<file path="src/rtl/element_node_connectivity_gen_defines.svh">
// Assertion macros shared by the connectivity generator RTL.
`ifndef ELEMENT_NODE_CONNECTIVITY_GEN_DEFINES_SVH
`define ELEMENT_NODE_CONNECTIVITY_GEN_DEFINES_SVH

// Condition that must hold at every clock edge out of reset.
`define ENCG_ASSERT_ALWAYS(lbl, clk, rst_n, cond, msg) \
  lbl: assert property (@(posedge clk) disable iff (!rst_n) (cond)) else $error(msg);

// Consequent must hold in the same cycle as the antecedent.
`define ENCG_ASSERT_IMP(lbl, clk, rst_n, ante, cons, msg) \
  lbl: assert property (@(posedge clk) disable iff (!rst_n) (ante) |-> (cons)) \
    else $error(msg);

// Consequent must hold in the cycle after the antecedent.
`define ENCG_ASSERT_NXT(lbl, clk, rst_n, ante, cons, msg) \
  lbl: assert property (@(posedge clk) disable iff (!rst_n) (ante) |=> (cons)) \
    else $error(msg);

`endif

</file>
<file path="src/rtl/encg_pkg.sv">
// Shared widths, register codes and structs of the connectivity generator.
package encg_pkg;

  localparam int CNT_W    = 11;  // element count registers
  localparam int ORD_W    = 3;   // polynomial order and layer
  localparam int IDX_W    = 10;  // element index fields
  localparam int ELEM_W   = 30;  // element number
  localparam int DOF_W    = 8;   // local dof
  localparam int NODE_W   = 37;  // global node
  localparam int NX_W     = 13;  // ex*p+1
  localparam int EXEZ_W   = 21;  // ex*ez
  localparam int NXNZ_W   = 25;  // nx*nz
  localparam int PNX_W    = 15;  // p*nx
  localparam int PNXNZ_W  = 27;  // p*nx*nz
  localparam int ROW_W    = 15;  // n*nx inside one layer
  localparam int ADDR_W   = 4;   // APB byte address
  localparam int DATA_W   = 32;  // APB data
  localparam int ELEM_LIMIT = 1024;

  // Job queue between front and back end.
  localparam int QDEPTH = 4;
  localparam int QPTR_W = 2;
  localparam int QCNT_W = 3;

  // Cycles for the derived geometry to settle after a register write.
  localparam int SETTLE_W = 2;
  localparam logic [SETTLE_W-1:0] SETTLE_CYCLES = 2'd3;

  typedef enum logic [1:0] {
    REG_ELEMENTS_X = 2'd0,
    REG_ELEMENTS_Y = 2'd1,
    REG_ELEMENTS_Z = 2'd2,
    REG_POLY_ORDER = 2'd3
  } reg_idx_t;

  // Mesh geometry derived from the configuration registers.
  typedef struct packed {
    logic [CNT_W-1:0]   ex;
    logic [CNT_W-1:0]   ey;
    logic [CNT_W-1:0]   ez;
    logic               flat;
    logic [ORD_W-1:0]   p;
    logic [NX_W-1:0]    nx;
    logic [EXEZ_W-1:0]  exez;
    logic [NXNZ_W-1:0]  nxnz;
    logic [PNX_W-1:0]   pnx;
    logic [PNXNZ_W-1:0] pnxnz;
    logic [DOF_W-1:0]   layer_dofs;
  } geom_t;

  // One element layer waiting to be walked by the back end.
  typedef struct packed {
    logic [ELEM_W-1:0] elem;
    logic [DOF_W-1:0]  dof_base;
    logic [NODE_W-1:0] node_base;
  } job_t;

endpackage

</file>
<file path="src/rtl/encg_cfg.sv">
// Configuration registers, APB access and derived mesh geometry.
module encg_cfg #(
  parameter int MAX_ORDER = 5
) (
  input  logic                          clk,
  input  logic                          rst_n,
  input  logic                          psel,
  input  logic                          penable,
  input  logic                          pwrite,
  input  logic [encg_pkg::ADDR_W-1:0]   paddr,
  input  logic [encg_pkg::DATA_W-1:0]   pwdata,
  output logic [encg_pkg::DATA_W-1:0]   prdata,
  output logic                          pready,
  output encg_pkg::geom_t               geom,
  output logic                          busy
);
  import encg_pkg::*;

  logic [CNT_W-1:0]    elements_x_r, elements_y_r, elements_z_r;
  logic [ORD_W-1:0]    poly_order_r;
  logic [SETTLE_W-1:0] settle_r, settle_nxt;
  logic                wr_en;
  reg_idx_t            reg_sel;

  logic [CNT_W-1:0]    ex_sat, ey_sat, ez_sat;
  logic [ORD_W-1:0]    p_sat;
  logic [DOF_W-1:0]    p_plus1;

  // Stage 1 of the geometry pipeline.
  logic [CNT_W-1:0]    ex_s1_r, ey_s1_r, ez_s1_r;
  logic                flat_s1_r;
  logic [ORD_W-1:0]    p_s1_r;
  logic [NX_W-1:0]     nx_s1_r, nz_s1_r;
  logic [EXEZ_W-1:0]   exez_s1_r;
  logic [DOF_W-1:0]    dofs_s1_r;
  // Stage 2 and 3.
  logic [NXNZ_W-1:0]   nxnz_s2_r;
  logic [PNX_W-1:0]    pnx_s2_r;
  logic [PNXNZ_W-1:0]  pnxnz_s3_r;

  assign pready  = 1'b1;
  assign reg_sel = reg_idx_t'(paddr[3:2]);
  assign wr_en   = psel && penable && pwrite;

  // Register writes.
  always_ff @(posedge clk) begin
    if (!rst_n) begin
      elements_x_r <= CNT_W'(1);
      elements_y_r <= '0;
      elements_z_r <= CNT_W'(1);
      poly_order_r <= ORD_W'(1);
    end else if (wr_en) begin
      unique case (reg_sel)
        REG_ELEMENTS_X: elements_x_r <= pwdata[CNT_W-1:0];
        REG_ELEMENTS_Y: elements_y_r <= pwdata[CNT_W-1:0];
        REG_ELEMENTS_Z: elements_z_r <= pwdata[CNT_W-1:0];
        REG_POLY_ORDER: poly_order_r <= pwdata[ORD_W-1:0];
        default:        elements_x_r <= elements_x_r;
      endcase
    end
  end

  // Read data.
  always_comb begin
    unique case (reg_sel)
      REG_ELEMENTS_X: prdata = DATA_W'(elements_x_r);
      REG_ELEMENTS_Y: prdata = DATA_W'(elements_y_r);
      REG_ELEMENTS_Z: prdata = DATA_W'(elements_z_r);
      REG_POLY_ORDER: prdata = DATA_W'(poly_order_r);
      default:        prdata = '0;
    endcase
  end

  // Hold off new words while the derived geometry recomputes.
  always_comb begin
    if (wr_en) begin
      settle_nxt = SETTLE_CYCLES;
    end else if (settle_r != '0) begin
      settle_nxt = settle_r - SETTLE_W'(1);
    end else begin
      settle_nxt = settle_r;
    end
  end

  always_ff @(posedge clk) begin
    if (!rst_n) begin
      settle_r <= SETTLE_CYCLES;
    end else begin
      settle_r <= settle_nxt;
    end
  end

  assign busy = (settle_r != '0);

  // Saturate counts and order into their legal ranges.
  always_comb begin
    if (elements_x_r == '0) ex_sat = CNT_W'(1);
    else if (elements_x_r > CNT_W'(ELEM_LIMIT)) ex_sat = CNT_W'(ELEM_LIMIT);
    else ex_sat = elements_x_r;
    if (elements_z_r == '0) ez_sat = CNT_W'(1);
    else if (elements_z_r > CNT_W'(ELEM_LIMIT)) ez_sat = CNT_W'(ELEM_LIMIT);
    else ez_sat = elements_z_r;
    if (elements_y_r > CNT_W'(ELEM_LIMIT)) ey_sat = CNT_W'(ELEM_LIMIT);
    else ey_sat = elements_y_r;
    if (poly_order_r == '0) p_sat = ORD_W'(1);
    else if (poly_order_r > ORD_W'(MAX_ORDER)) p_sat = ORD_W'(MAX_ORDER);
    else p_sat = poly_order_r;
  end

  assign p_plus1 = DOF_W'(p_sat) + DOF_W'(1);

  // Geometry pipeline: one multiplier level per stage.
  always_ff @(posedge clk) begin
    ex_s1_r    <= ex_sat;
    ey_s1_r    <= ey_sat;
    ez_s1_r    <= ez_sat;
    flat_s1_r  <= (ey_sat == '0);
    p_s1_r     <= p_sat;
    nx_s1_r    <= NX_W'(ex_sat) * NX_W'(p_sat) + NX_W'(1);
    nz_s1_r    <= NX_W'(ez_sat) * NX_W'(p_sat) + NX_W'(1);
    exez_s1_r  <= EXEZ_W'(ex_sat) * EXEZ_W'(ez_sat);
    dofs_s1_r  <= p_plus1 * p_plus1;
    nxnz_s2_r  <= NXNZ_W'(nx_s1_r) * NXNZ_W'(nz_s1_r);
    pnx_s2_r   <= PNX_W'(p_s1_r) * PNX_W'(nx_s1_r);
    pnxnz_s3_r <= PNXNZ_W'(p_s1_r) * PNXNZ_W'(nxnz_s2_r);
  end

  always_comb begin
    geom.ex         = ex_s1_r;
    geom.ey         = ey_s1_r;
    geom.ez         = ez_s1_r;
    geom.flat       = flat_s1_r;
    geom.p          = p_s1_r;
    geom.nx         = nx_s1_r;
    geom.exez       = exez_s1_r;
    geom.nxnz       = nxnz_s2_r;
    geom.pnx        = pnx_s2_r;
    geom.pnxnz      = pnxnz_s3_r;
    geom.layer_dofs = dofs_s1_r;
  end

endmodule

</file>
<file path="src/rtl/encg_front.sv">
// Front end: accepts element words, checks them and computes job bases.
module encg_front #(
  parameter int ELEM_INDEX_BITS = 10
) (
  input  logic                         clk,
  input  logic                         rst_n,
  input  logic                         in_valid,
  output logic                         in_ready,
  input  logic [encg_pkg::IDX_W-1:0]   in_elem_x,
  input  logic [encg_pkg::IDX_W-1:0]   in_elem_z,
  input  logic [encg_pkg::IDX_W-1:0]   in_elem_y,
  input  logic [encg_pkg::ORD_W-1:0]   in_layer,
  input  encg_pkg::geom_t              geom,
  input  logic                         cfg_busy,
  input  logic [encg_pkg::QCNT_W-1:0]  q_count,
  output logic                         push,
  output encg_pkg::job_t               push_job
);
  import encg_pkg::*;

  localparam logic [IDX_W-1:0] IDX_MASK =
    IDX_W'((64'd1 << ELEM_INDEX_BITS) - 64'd1);

  logic              accept;
  logic [QCNT_W-1:0] inflight;

  // Stage 1: captured word.
  logic              v1_r;
  logic [IDX_W-1:0]  ix1_r, iz1_r, iy1_r;
  logic [ORD_W-1:0]  m1_r;
  // Stage 2: range check and products.
  logic              v2_r, ok2_r;
  logic [IDX_W-1:0]  ix2_r;
  logic [ELEM_W-1:0] izex2_r, iyexez2_r;
  logic [NODE_W-1:0] ixp2_r, izpnx2_r, iypnxnz2_r, mnxnz2_r;
  logic [DOF_W-1:0]  mdof2_r;
  logic              ok2_nxt;
  // Stage 3: partial sums.
  logic              v3_r, ok3_r;
  logic [ELEM_W-1:0] elem3_r;
  logic [NODE_W-1:0] node_a3_r, node_b3_r;
  logic [DOF_W-1:0]  dof3_r;

  // Accept only with queue room for everything already in flight.
  assign inflight = QCNT_W'(v1_r) + QCNT_W'(v2_r) + QCNT_W'(v3_r);
  assign in_ready = !cfg_busy && ((q_count + inflight) < QCNT_W'(QDEPTH));
  assign accept   = in_valid && in_ready;

  // Valid bits of the front pipeline.
  always_ff @(posedge clk) begin
    if (!rst_n) begin
      v1_r <= 1'b0;
      v2_r <= 1'b0;
      v3_r <= 1'b0;
    end else begin
      v1_r <= accept;
      v2_r <= v1_r;
      v3_r <= v2_r;
    end
  end

  // Stage 1 capture with index masking.
  always_ff @(posedge clk) begin
    ix1_r <= in_elem_x & IDX_MASK;
    iz1_r <= in_elem_z & IDX_MASK;
    iy1_r <= in_elem_y & IDX_MASK;
    m1_r  <= in_layer;
  end

  // Element and layer range check.
  always_comb begin
    ok2_nxt = ({1'b0, ix1_r} < geom.ex) && ({1'b0, iz1_r} < geom.ez);
    if (geom.flat) begin
      ok2_nxt = ok2_nxt && (iy1_r == '0) && (m1_r == '0);
    end else begin
      ok2_nxt = ok2_nxt && ({1'b0, iy1_r} < geom.ey) && (m1_r <= geom.p);
    end
  end

  // Stage 2: independent products.
  always_ff @(posedge clk) begin
    ok2_r      <= ok2_nxt;
    ix2_r      <= ix1_r;
    izex2_r    <= ELEM_W'(iz1_r) * ELEM_W'(geom.ex);
    iyexez2_r  <= ELEM_W'(iy1_r) * ELEM_W'(geom.exez);
    ixp2_r     <= NODE_W'(ix1_r) * NODE_W'(geom.p);
    izpnx2_r   <= NODE_W'(iz1_r) * NODE_W'(geom.pnx);
    iypnxnz2_r <= NODE_W'(iy1_r) * NODE_W'(geom.pnxnz);
    mnxnz2_r   <= NODE_W'(m1_r) * NODE_W'(geom.nxnz);
    mdof2_r    <= DOF_W'(m1_r) * geom.layer_dofs;
  end

  // Stage 3: element number and two halves of the node base.
  always_ff @(posedge clk) begin
    ok3_r     <= ok2_r;
    elem3_r   <= ELEM_W'(ix2_r) + izex2_r + iyexez2_r;
    node_a3_r <= ixp2_r + izpnx2_r;
    node_b3_r <= iypnxnz2_r + mnxnz2_r;
    dof3_r    <= mdof2_r;
  end

  // Out-of-range words are dropped here.
  assign push               = v3_r && ok3_r;
  assign push_job.elem      = elem3_r;
  assign push_job.dof_base  = dof3_r;
  assign push_job.node_base = node_a3_r + node_b3_r;

endmodule

</file>
<file path="src/rtl/encg_queue.sv">
// Short job queue between the front and back end.
module encg_queue (
  input  logic                         clk,
  input  logic                         rst_n,
  input  logic                         push,
  input  encg_pkg::job_t               push_job,
  input  logic                         pop,
  output encg_pkg::job_t               head,
  output logic                         nonempty,
  output logic [encg_pkg::QCNT_W-1:0]  count
);
  import encg_pkg::*;

  `include "element_node_connectivity_gen_defines.svh"

  job_t              slots [QDEPTH];
  logic [QPTR_W-1:0] wr_ptr_r, rd_ptr_r;
  logic [QCNT_W-1:0] count_r, count_nxt;

  // Storage write.
  always_ff @(posedge clk) begin
    if (push) begin
      slots[wr_ptr_r] <= push_job;
    end
  end

  // Pointers and fill level.
  always_comb begin
    count_nxt = count_r;
    if (push && !pop) begin
      count_nxt = count_r + QCNT_W'(1);
    end else if (pop && !push) begin
      count_nxt = count_r - QCNT_W'(1);
    end
  end

  always_ff @(posedge clk) begin
    if (!rst_n) begin
      wr_ptr_r <= '0;
      rd_ptr_r <= '0;
      count_r  <= '0;
    end else begin
      if (push) wr_ptr_r <= wr_ptr_r + QPTR_W'(1);
      if (pop)  rd_ptr_r <= rd_ptr_r + QPTR_W'(1);
      count_r <= count_nxt;
    end
  end

  assign head     = slots[rd_ptr_r];
  assign nonempty = (count_r != '0);
  assign count    = count_r;

  `ENCG_ASSERT_IMP(a_q_no_overflow, clk, rst_n, push, (count_r != QCNT_W'(QDEPTH)) || pop, "job queue overflow")
  `ENCG_ASSERT_IMP(a_q_no_underflow, clk, rst_n, pop, count_r != '0, "job queue underflow")

endmodule

</file>
<file path="src/rtl/encg_back.sv">
// Back end: walks the nodes of one element layer, one result word a cycle while the output is taken.
module encg_back (
  input  logic                          clk,
  input  logic                          rst_n,
  input  encg_pkg::geom_t               geom,
  input  encg_pkg::job_t                head,
  input  logic                          q_nonempty,
  output logic                          pop,
  output logic                          out_valid,
  input  logic                          out_ready,
  output logic [encg_pkg::ELEM_W-1:0]   out_element_number,
  output logic [encg_pkg::DOF_W-1:0]    out_local_dof,
  output logic [encg_pkg::NODE_W-1:0]   out_global_node,
  output logic                          out_last
);
  import encg_pkg::*;

  `include "element_node_connectivity_gen_defines.svh"

  logic [ORD_W-1:0]  n_r, n_nxt, l_r, l_nxt;
  logic [DOF_W-1:0]  dof_off_r, dof_off_nxt;
  logic [ROW_W-1:0]  row_r, row_nxt, row_l;
  logic              advance, emit, row_end, layer_end;

  logic              out_valid_r, out_valid_nxt;
  logic [ELEM_W-1:0] elem_r;
  logic [DOF_W-1:0]  dof_r;
  logic [NODE_W-1:0] node_r;
  logic              last_r;

  // Output register frees when empty or taken.
  assign advance   = !out_valid_r || out_ready;
  assign emit      = advance && q_nonempty;
  assign row_end   = (l_r == geom.p);
  assign layer_end = row_end && (n_r == geom.p);
  assign pop       = emit && layer_end;
  assign row_l     = row_r + ROW_W'(l_r);

  // Node counters: l inner, n outer.
  always_comb begin
    n_nxt       = n_r;
    l_nxt       = l_r;
    row_nxt     = row_r;
    dof_off_nxt = dof_off_r;
    if (emit) begin
      if (layer_end) begin
        n_nxt       = '0;
        l_nxt       = '0;
        row_nxt     = '0;
        dof_off_nxt = '0;
      end else begin
        dof_off_nxt = dof_off_r + DOF_W'(1);
        if (row_end) begin
          l_nxt   = '0;
          n_nxt   = n_r + ORD_W'(1);
          row_nxt = row_r + ROW_W'(geom.nx);
        end else begin
          l_nxt = l_r + ORD_W'(1);
        end
      end
    end
  end

  always_comb begin
    if (emit) begin
      out_valid_nxt = 1'b1;
    end else if (out_ready) begin
      out_valid_nxt = 1'b0;
    end else begin
      out_valid_nxt = out_valid_r;
    end
  end

  always_ff @(posedge clk) begin
    if (!rst_n) begin
      n_r         <= '0;
      l_r         <= '0;
      row_r       <= '0;
      dof_off_r   <= '0;
      out_valid_r <= 1'b0;
    end else begin
      n_r         <= n_nxt;
      l_r         <= l_nxt;
      row_r       <= row_nxt;
      dof_off_r   <= dof_off_nxt;
      out_valid_r <= out_valid_nxt;
    end
  end

  // Result word register.
  always_ff @(posedge clk) begin
    if (emit) begin
      elem_r <= head.elem;
      dof_r  <= head.dof_base + dof_off_r;
      node_r <= head.node_base + NODE_W'(row_l);
      last_r <= layer_end;
    end
  end

  assign out_valid          = out_valid_r;
  assign out_element_number = elem_r;
  assign out_local_dof      = dof_r;
  assign out_global_node    = node_r;
  assign out_last           = last_r;

  `ENCG_ASSERT_NXT(a_back_run_continues, clk, rst_n, out_valid_r && out_ready && !last_r, out_valid_r, "gap inside a layer run")
  `ENCG_ASSERT_NXT(a_back_dof_steps, clk, rst_n, out_valid_r && out_ready && !last_r, dof_r == $past(dof_r) + DOF_W'(1), "local dof did not step by one")
  `ENCG_ASSERT_IMP(a_back_idle_counters, clk, rst_n, !q_nonempty, (n_r == '0) && (l_r == '0) && (dof_off_r == '0), "node counters not cleared while idle")

endmodule

</file>
<file path="src/rtl/element_node_connectivity_gen.sv">
// Top level of the structured spectral-element connectivity generator.
//
// Each accepted input word names one element (x, z, y) and one node layer;
// the block then emits all (p+1)^2 nodes of that layer, one result word per
// cycle while out_ready is high, l inner and n outer, with out_last on the
// final node. An element or layer out of range emits nothing. The output
// run sets the rate: an item's run holds (p+1)^2 nodes, 4 to 36, and the
// first result word of an item passes the three front stages, the job
// queue and the result register. A four-entry job queue lets the front end
// take the next words while a run is still in progress. Out-of-range words
// are dropped at the end of the three-stage front pipeline; words are taken
// one per cycle only while the queue has room for every word in flight.
// After reset and after every register write the input is held off while
// the derived mesh sizes are recomputed.
module element_node_connectivity_gen #(
  parameter int MAX_ORDER       = 5,
  parameter int ELEM_INDEX_BITS = 10
) (
  input  logic                          clk,
  input  logic                          rst_n,
  // Configuration
  input  logic                          psel,
  input  logic                          penable,
  input  logic                          pwrite,
  input  logic [encg_pkg::ADDR_W-1:0]   paddr,
  input  logic [encg_pkg::DATA_W-1:0]   pwdata,
  output logic [encg_pkg::DATA_W-1:0]   prdata,
  output logic                          pready,
  // Element words
  input  logic                          in_valid,
  output logic                          in_ready,
  input  logic [encg_pkg::IDX_W-1:0]    in_elem_x,
  input  logic [encg_pkg::IDX_W-1:0]    in_elem_z,
  input  logic [encg_pkg::IDX_W-1:0]    in_elem_y,
  input  logic [encg_pkg::ORD_W-1:0]    in_layer,
  // Node words
  output logic                          out_valid,
  input  logic                          out_ready,
  output logic [encg_pkg::ELEM_W-1:0]   out_element_number,
  output logic [encg_pkg::DOF_W-1:0]    out_local_dof,
  output logic [encg_pkg::NODE_W-1:0]   out_global_node,
  output logic                          out_last
);
  import encg_pkg::*;

  geom_t             geom;
  logic              cfg_busy;
  logic              push, pop, q_nonempty;
  job_t              push_job, head;
  logic [QCNT_W-1:0] q_count;

  // Registers and derived geometry.
  encg_cfg #(
    .MAX_ORDER (MAX_ORDER)
  ) u_cfg (
    .clk     (clk),
    .rst_n   (rst_n),
    .psel    (psel),
    .penable (penable),
    .pwrite  (pwrite),
    .paddr   (paddr),
    .pwdata  (pwdata),
    .prdata  (prdata),
    .pready  (pready),
    .geom    (geom),
    .busy    (cfg_busy)
  );

  // Input check and job base computation.
  encg_front #(
    .ELEM_INDEX_BITS (ELEM_INDEX_BITS)
  ) u_front (
    .clk       (clk),
    .rst_n     (rst_n),
    .in_valid  (in_valid),
    .in_ready  (in_ready),
    .in_elem_x (in_elem_x),
    .in_elem_z (in_elem_z),
    .in_elem_y (in_elem_y),
    .in_layer  (in_layer),
    .geom      (geom),
    .cfg_busy  (cfg_busy),
    .q_count   (q_count),
    .push      (push),
    .push_job  (push_job)
  );

  // Job queue.
  encg_queue u_queue (
    .clk      (clk),
    .rst_n    (rst_n),
    .push     (push),
    .push_job (push_job),
    .pop      (pop),
    .head     (head),
    .nonempty (q_nonempty),
    .count    (q_count)
  );

  // Node walk and result register.
  encg_back u_back (
    .clk                (clk),
    .rst_n              (rst_n),
    .geom               (geom),
    .head               (head),
    .q_nonempty         (q_nonempty),
    .pop                (pop),
    .out_valid          (out_valid),
    .out_ready          (out_ready),
    .out_element_number (out_element_number),
    .out_local_dof      (out_local_dof),
    .out_global_node    (out_global_node),
    .out_last           (out_last)
  );

endmodule
</file>
<file path="config.mk">
export PLATFORM = sky130hd
export DESIGN_NAME = element_node_connectivity_gen
export DESIGN_NICKNAME = d
export VERILOG_FILES = /design/src/rtl/encg_pkg.sv /design/src/rtl/encg_cfg.sv /design/src/rtl/encg_front.sv /design/src/rtl/encg_queue.sv /design/src/rtl/encg_back.sv /design/src/rtl/element_node_connectivity_gen.sv
export VERILOG_INCLUDE_DIRS = /design/src /design/src/rtl
export SDC_FILE = /design/constraint.sdc
export NUM_CORES = 2
export LEC_CHECK = 0
export CAP_MARGIN = 10
export CORE_MARGIN = 2
export CORE_UTILIZATION = 55
export DETAILED_ROUTE_END_ITERATION = 12
export DONT_BUFFER_PORTS = 1
export PLACE_DENSITY = 0.7
export SLEW_MARGIN = 20
export SYNTH_ARGS = -nofsm -noshare
export SYNTH_HDL_FRONTEND = slang
export SYNTH_SLANG_ARGS = --single-unit
</file>
<file path="constraint.sdc">
create_clock -name clk -period 14.05 [get_ports clk]
set_input_delay 2.81 -clock clk [delete_from_list [all_inputs] [get_ports clk]]
set_output_delay 2.81 -clock clk [all_outputs]
set_load 0.05 [all_outputs]
</file>
==> results.py <==
metrics = {
    "floorplan": {
        "die_w_microns": 371,
        "dieArea_sq_um": 138000,
        "start_util_pct": 55.5,
        "die_h_microns": 371,
        "num_io_pins": 187,
        "rows": 134,
        "coreArea_sq_um": 134000,
    },
    "critical_path": {
        "worst-path-buf-inv": 0,
        "critPathLaunch": "paddr[3]",
        "timing.rr.start": "u_cfg.elements_x_r[10]$_SDFFE_PN0P_",
        "worstRegToRegCells": 19,
        "cp_max_fo": 16,
        "crit_cells": 3,
        "crit_path_cell_trace": "nor2b_1, nand2_1, o21ai_1",
        "required_ns": 11.24,
        "cp.arrival_ns": 4.07,
        "crit_type": "input pin to output pin",
        "slowest_delay_ns": 0.58,
        "worstSetupEndpoint": "prdata[3]",
        "cp-start-kind": "input pin",
        "cp_top_family": "simple AND/OR/NAND/NOR gates",
        "endpoint_kind": "output pin",
        "r2r-end": "u_cfg.exez_s1_r[20]$_DFF_P_",
        "rrSetupSlack_ns": 7.21,
        "cp_slowest_cell": "nor2b_1",
    },
    "layout": {
        "finish.utilization_pct": 59.3,
        "area_growth_syn_to_layout_pct": 6.74,
        "multi_input_area_sq_um": 46900,
        "final_layout_size_suffix_gt1_share_pct": 4.75,
        "register_area_sq_um": 22200,
        "layout.nets": 8879,
        "finalInstanceArea_sq_um": 79300,
        "layout.cells.most_common": "nand2_1",
        "final-instance-count-excl-fill": 9165,
        "layout_common_cells": "nand2_1, inv_1, fa_1",
        "fillers": 11200,
    },
    "clocking": {
        "clk_latency_ns": 0.74,
        "root_buffer": "clkbuf_16",
        "clock_sinks": 922,
        "cts_buffer_depth": 3,
        "cts_hold_buf": 0,
        "postCtsSetupRepairBufs": 0,
        "cts_buffers": 99,
        "path_clk_slew_ns": 0.06,
        "post_cts_resized": 0,
        "h-tree-depth": 3,
        "cts_tree": "yes",
    },
    "grt": {
        "first_global_vias": 52400,
        "antenna_found_initial": 9,
        "gr-total-overflow": 0,
        "grt_max_degree": 64,
        "grt_first_pass_wirelength_mm": 278,
        "grtUsageTotal_pct": 25.6,
    },
    "synth": {
        "synthTopCellsByArea": "fa_1, edfxtp_1, dfxtp_1",
        "ys_seq_elements": 922,
        "async_flop_share_pct": 0,
        "synth_ff_type": "dfxtp_1",
        "yosysSeqAreaShare_pct": 29.9,
        "synth.distinct_cells": 95,
        "synth_top_cell_area_share_pct": 22.2,
        "synthesis.area_sq_um": 74300,
        "syn_area_per_cell_sq_um": 9.98,
        "yosysWarningCount": 0,
        "synth_edf_count": 376,
        "synthCells": 7440,
        "synth.largest_area_cell": "fa_1",
    },
    "sta": {
        "hold_viol": 0,
        "layout_min_cycle_time_ns": 6.88,
        "maxSlewViolCount": 0,
        "worst_pin_slew_ns": 1.26,
        "max_freq_mhz": 145,
        "max_slew_margin_pct": 15.1,
        "skew_ns": 0.0473,
        "holdWs_ns": 0.324,
        "rsz0062_at_grt": "false",
        "fin_tns_setup_ns": 0,
        "finalSetupViolCount": 0,
        "final.period_utilization_pct": 48.9,
    },
    "route": {
        "wl_per_cell_microns": 18.8,
        "ant_nets": 0,
        "firstDrtPassIters": 6,
        "routed_via_density": 5.52,
        "drc": 0,
        "first_iter_violations": 3071,
        "num_vias": 50600,
        "drt_wl_total_mm": 172,
    },
    "power": {
        "p_int_mw": 5.05,
        "peakVddDrop_v": 0.0000978,
        "p_clk_share_pct": 39.8,
        "power_density_nw_per_um2": 87.7,
        "swShare_pct": 27.4,
        "p_leak_nw": 36.8,
        "switchingPower_mw": 1.91,
        "seq_power_share_pct": 44.7,
        "comb_power_share_pct": 15.5,
    },
    "placement": {
        "portBuffers": 0,
        "place_congestion": 0.917,
        "hpwl_mm": 132,
        "placed_cell_area_sq_um": 75700,
        "dpl.cell_count": 8977,
    },
    "hold_path": {
        "hp-class": "register to register",
    },
    "flow_run": {
        "maxCapViolCount": 0,
    },
    "run_status": {
        "outcome": "finished, final reports clean",
    },
}
-- cell usage after synthesis (all sizes together) (18+ instances only) --
cell type	count
dfxtp	546
inv	1066
nand3	81
edfxtp	376
nor4	19
ha	671
o21ai	167
a21oi	288
and2	454
mux4	78
a31oi	27
a211oi	18
nor2b	61
nor2	283
o21bai	58
fa	822
a21boi	51
nand4	33
xor2	124
nand2	1085
nor3	48
a21o	161
clkbuf	249
and3	49
nand2b	53
o21a	26
xnor2	321
buf	53
-- logic make-up after synthesis --
group	Yosys count	share of synthesized area, %
other cells	2	0.0101
simple gates	2209	13.9
mux	91	2.56
xor+xnor	445	5.25
compound gates	902	7.81
flops	922	29.9
fa+ha+maj	1493	33.5
buf+inv	1376	7.09
-- stage by stage --
step | worst slack (ns) | power (mW)
floorplan | 6.54 | 3.93
global placement | 7.10 | 4.19
detailed placement | 7.21 | 4.23
CTS | 7.20 | 7.01
global route | 6.78 | 7.25
finish | 7.17 | 6.95
-- how the worst min path moves through the flow --
stage	from	end	slack, ns	cells after the start
5_1_grt	u_front.mdof2_r[3]$_DFF_P_	u_front.dof3_r[3]$_DFF_P_	0.33	0
3_5_place_dp	u_front.mdof2_r[3]$_DFF_P_	u_front.dof3_r[3]$_DFF_P_	0.31	0
4_1_cts	u_front.mdof2_r[3]$_DFF_P_	u_front.dof3_r[3]$_DFF_P_	0.33	0
2_1_floorplan	u_front.mdof2_r[0]$_DFF_P_	u_front.dof3_r[0]$_DFF_P_	0.31	0
3_3_place_gp	u_front.mdof2_r[3]$_DFF_P_	u_front.dof3_r[3]$_DFF_P_	0.31	0
6_report	u_front.mdof2_r[3]$_DFF_P_	u_front.dof3_r[3]$_DFF_P_	0.32	0
-- cell type report --
cell class	instances	area share [%]
clock buffers	126	3.43
inverters	1074	5.09
repair buffers	46	0.436
multi-input cells	5167	59.2
well taps	1768	2.79
diodes	2	0.00631
clock inverters	60	1.01
flip-flops and latches	922	28.1
-- layer usage --
metal | vias up | GRT usage [%] | part of all wire [%]
li1 | 23600 | - | -
met1 | 25300 | 33.4 | 42
met2 | 1398 | 43.3 | 48
met3 | 330 | 3.99 | 6.0
met4 | 2 | 9.24 | 3.8
met5 | - | 0 | 0.0075
-- power by group through the flow --
| stage | clock network [mW] | registers [mW] | logic (mW) |
|---|---|---|---|
| final | 2.77 | 3.11 | 1.08 |
| after detailed placement | 0 | 3.16 | 1.06 |
| after floorplan | 0 | 3.11 | 0.815 |
| after global placement | 0 | 3.16 | 1.03 |
| after global routing | 2.93 | 3.12 | 1.20 |
| after CTS | 2.83 | 3.11 | 1.07 |
-- registers in the layout, summed over array words and instances (netlist names), 27 cells and up, named ones only --
register	cells
u_back.out_element_number	30
u_queue.slots	300
u_back.out_global_node	37
u_front.node_b3_r	37
u_front.elem3_r	30
u_cfg.pnxnz_s3_r	27
u_front.iyexez2_r	30
u_front.mnxnz2_r	28
u_front.iypnxnz2_r	37
No activity file was read; power rests on OpenSTA's default activity.
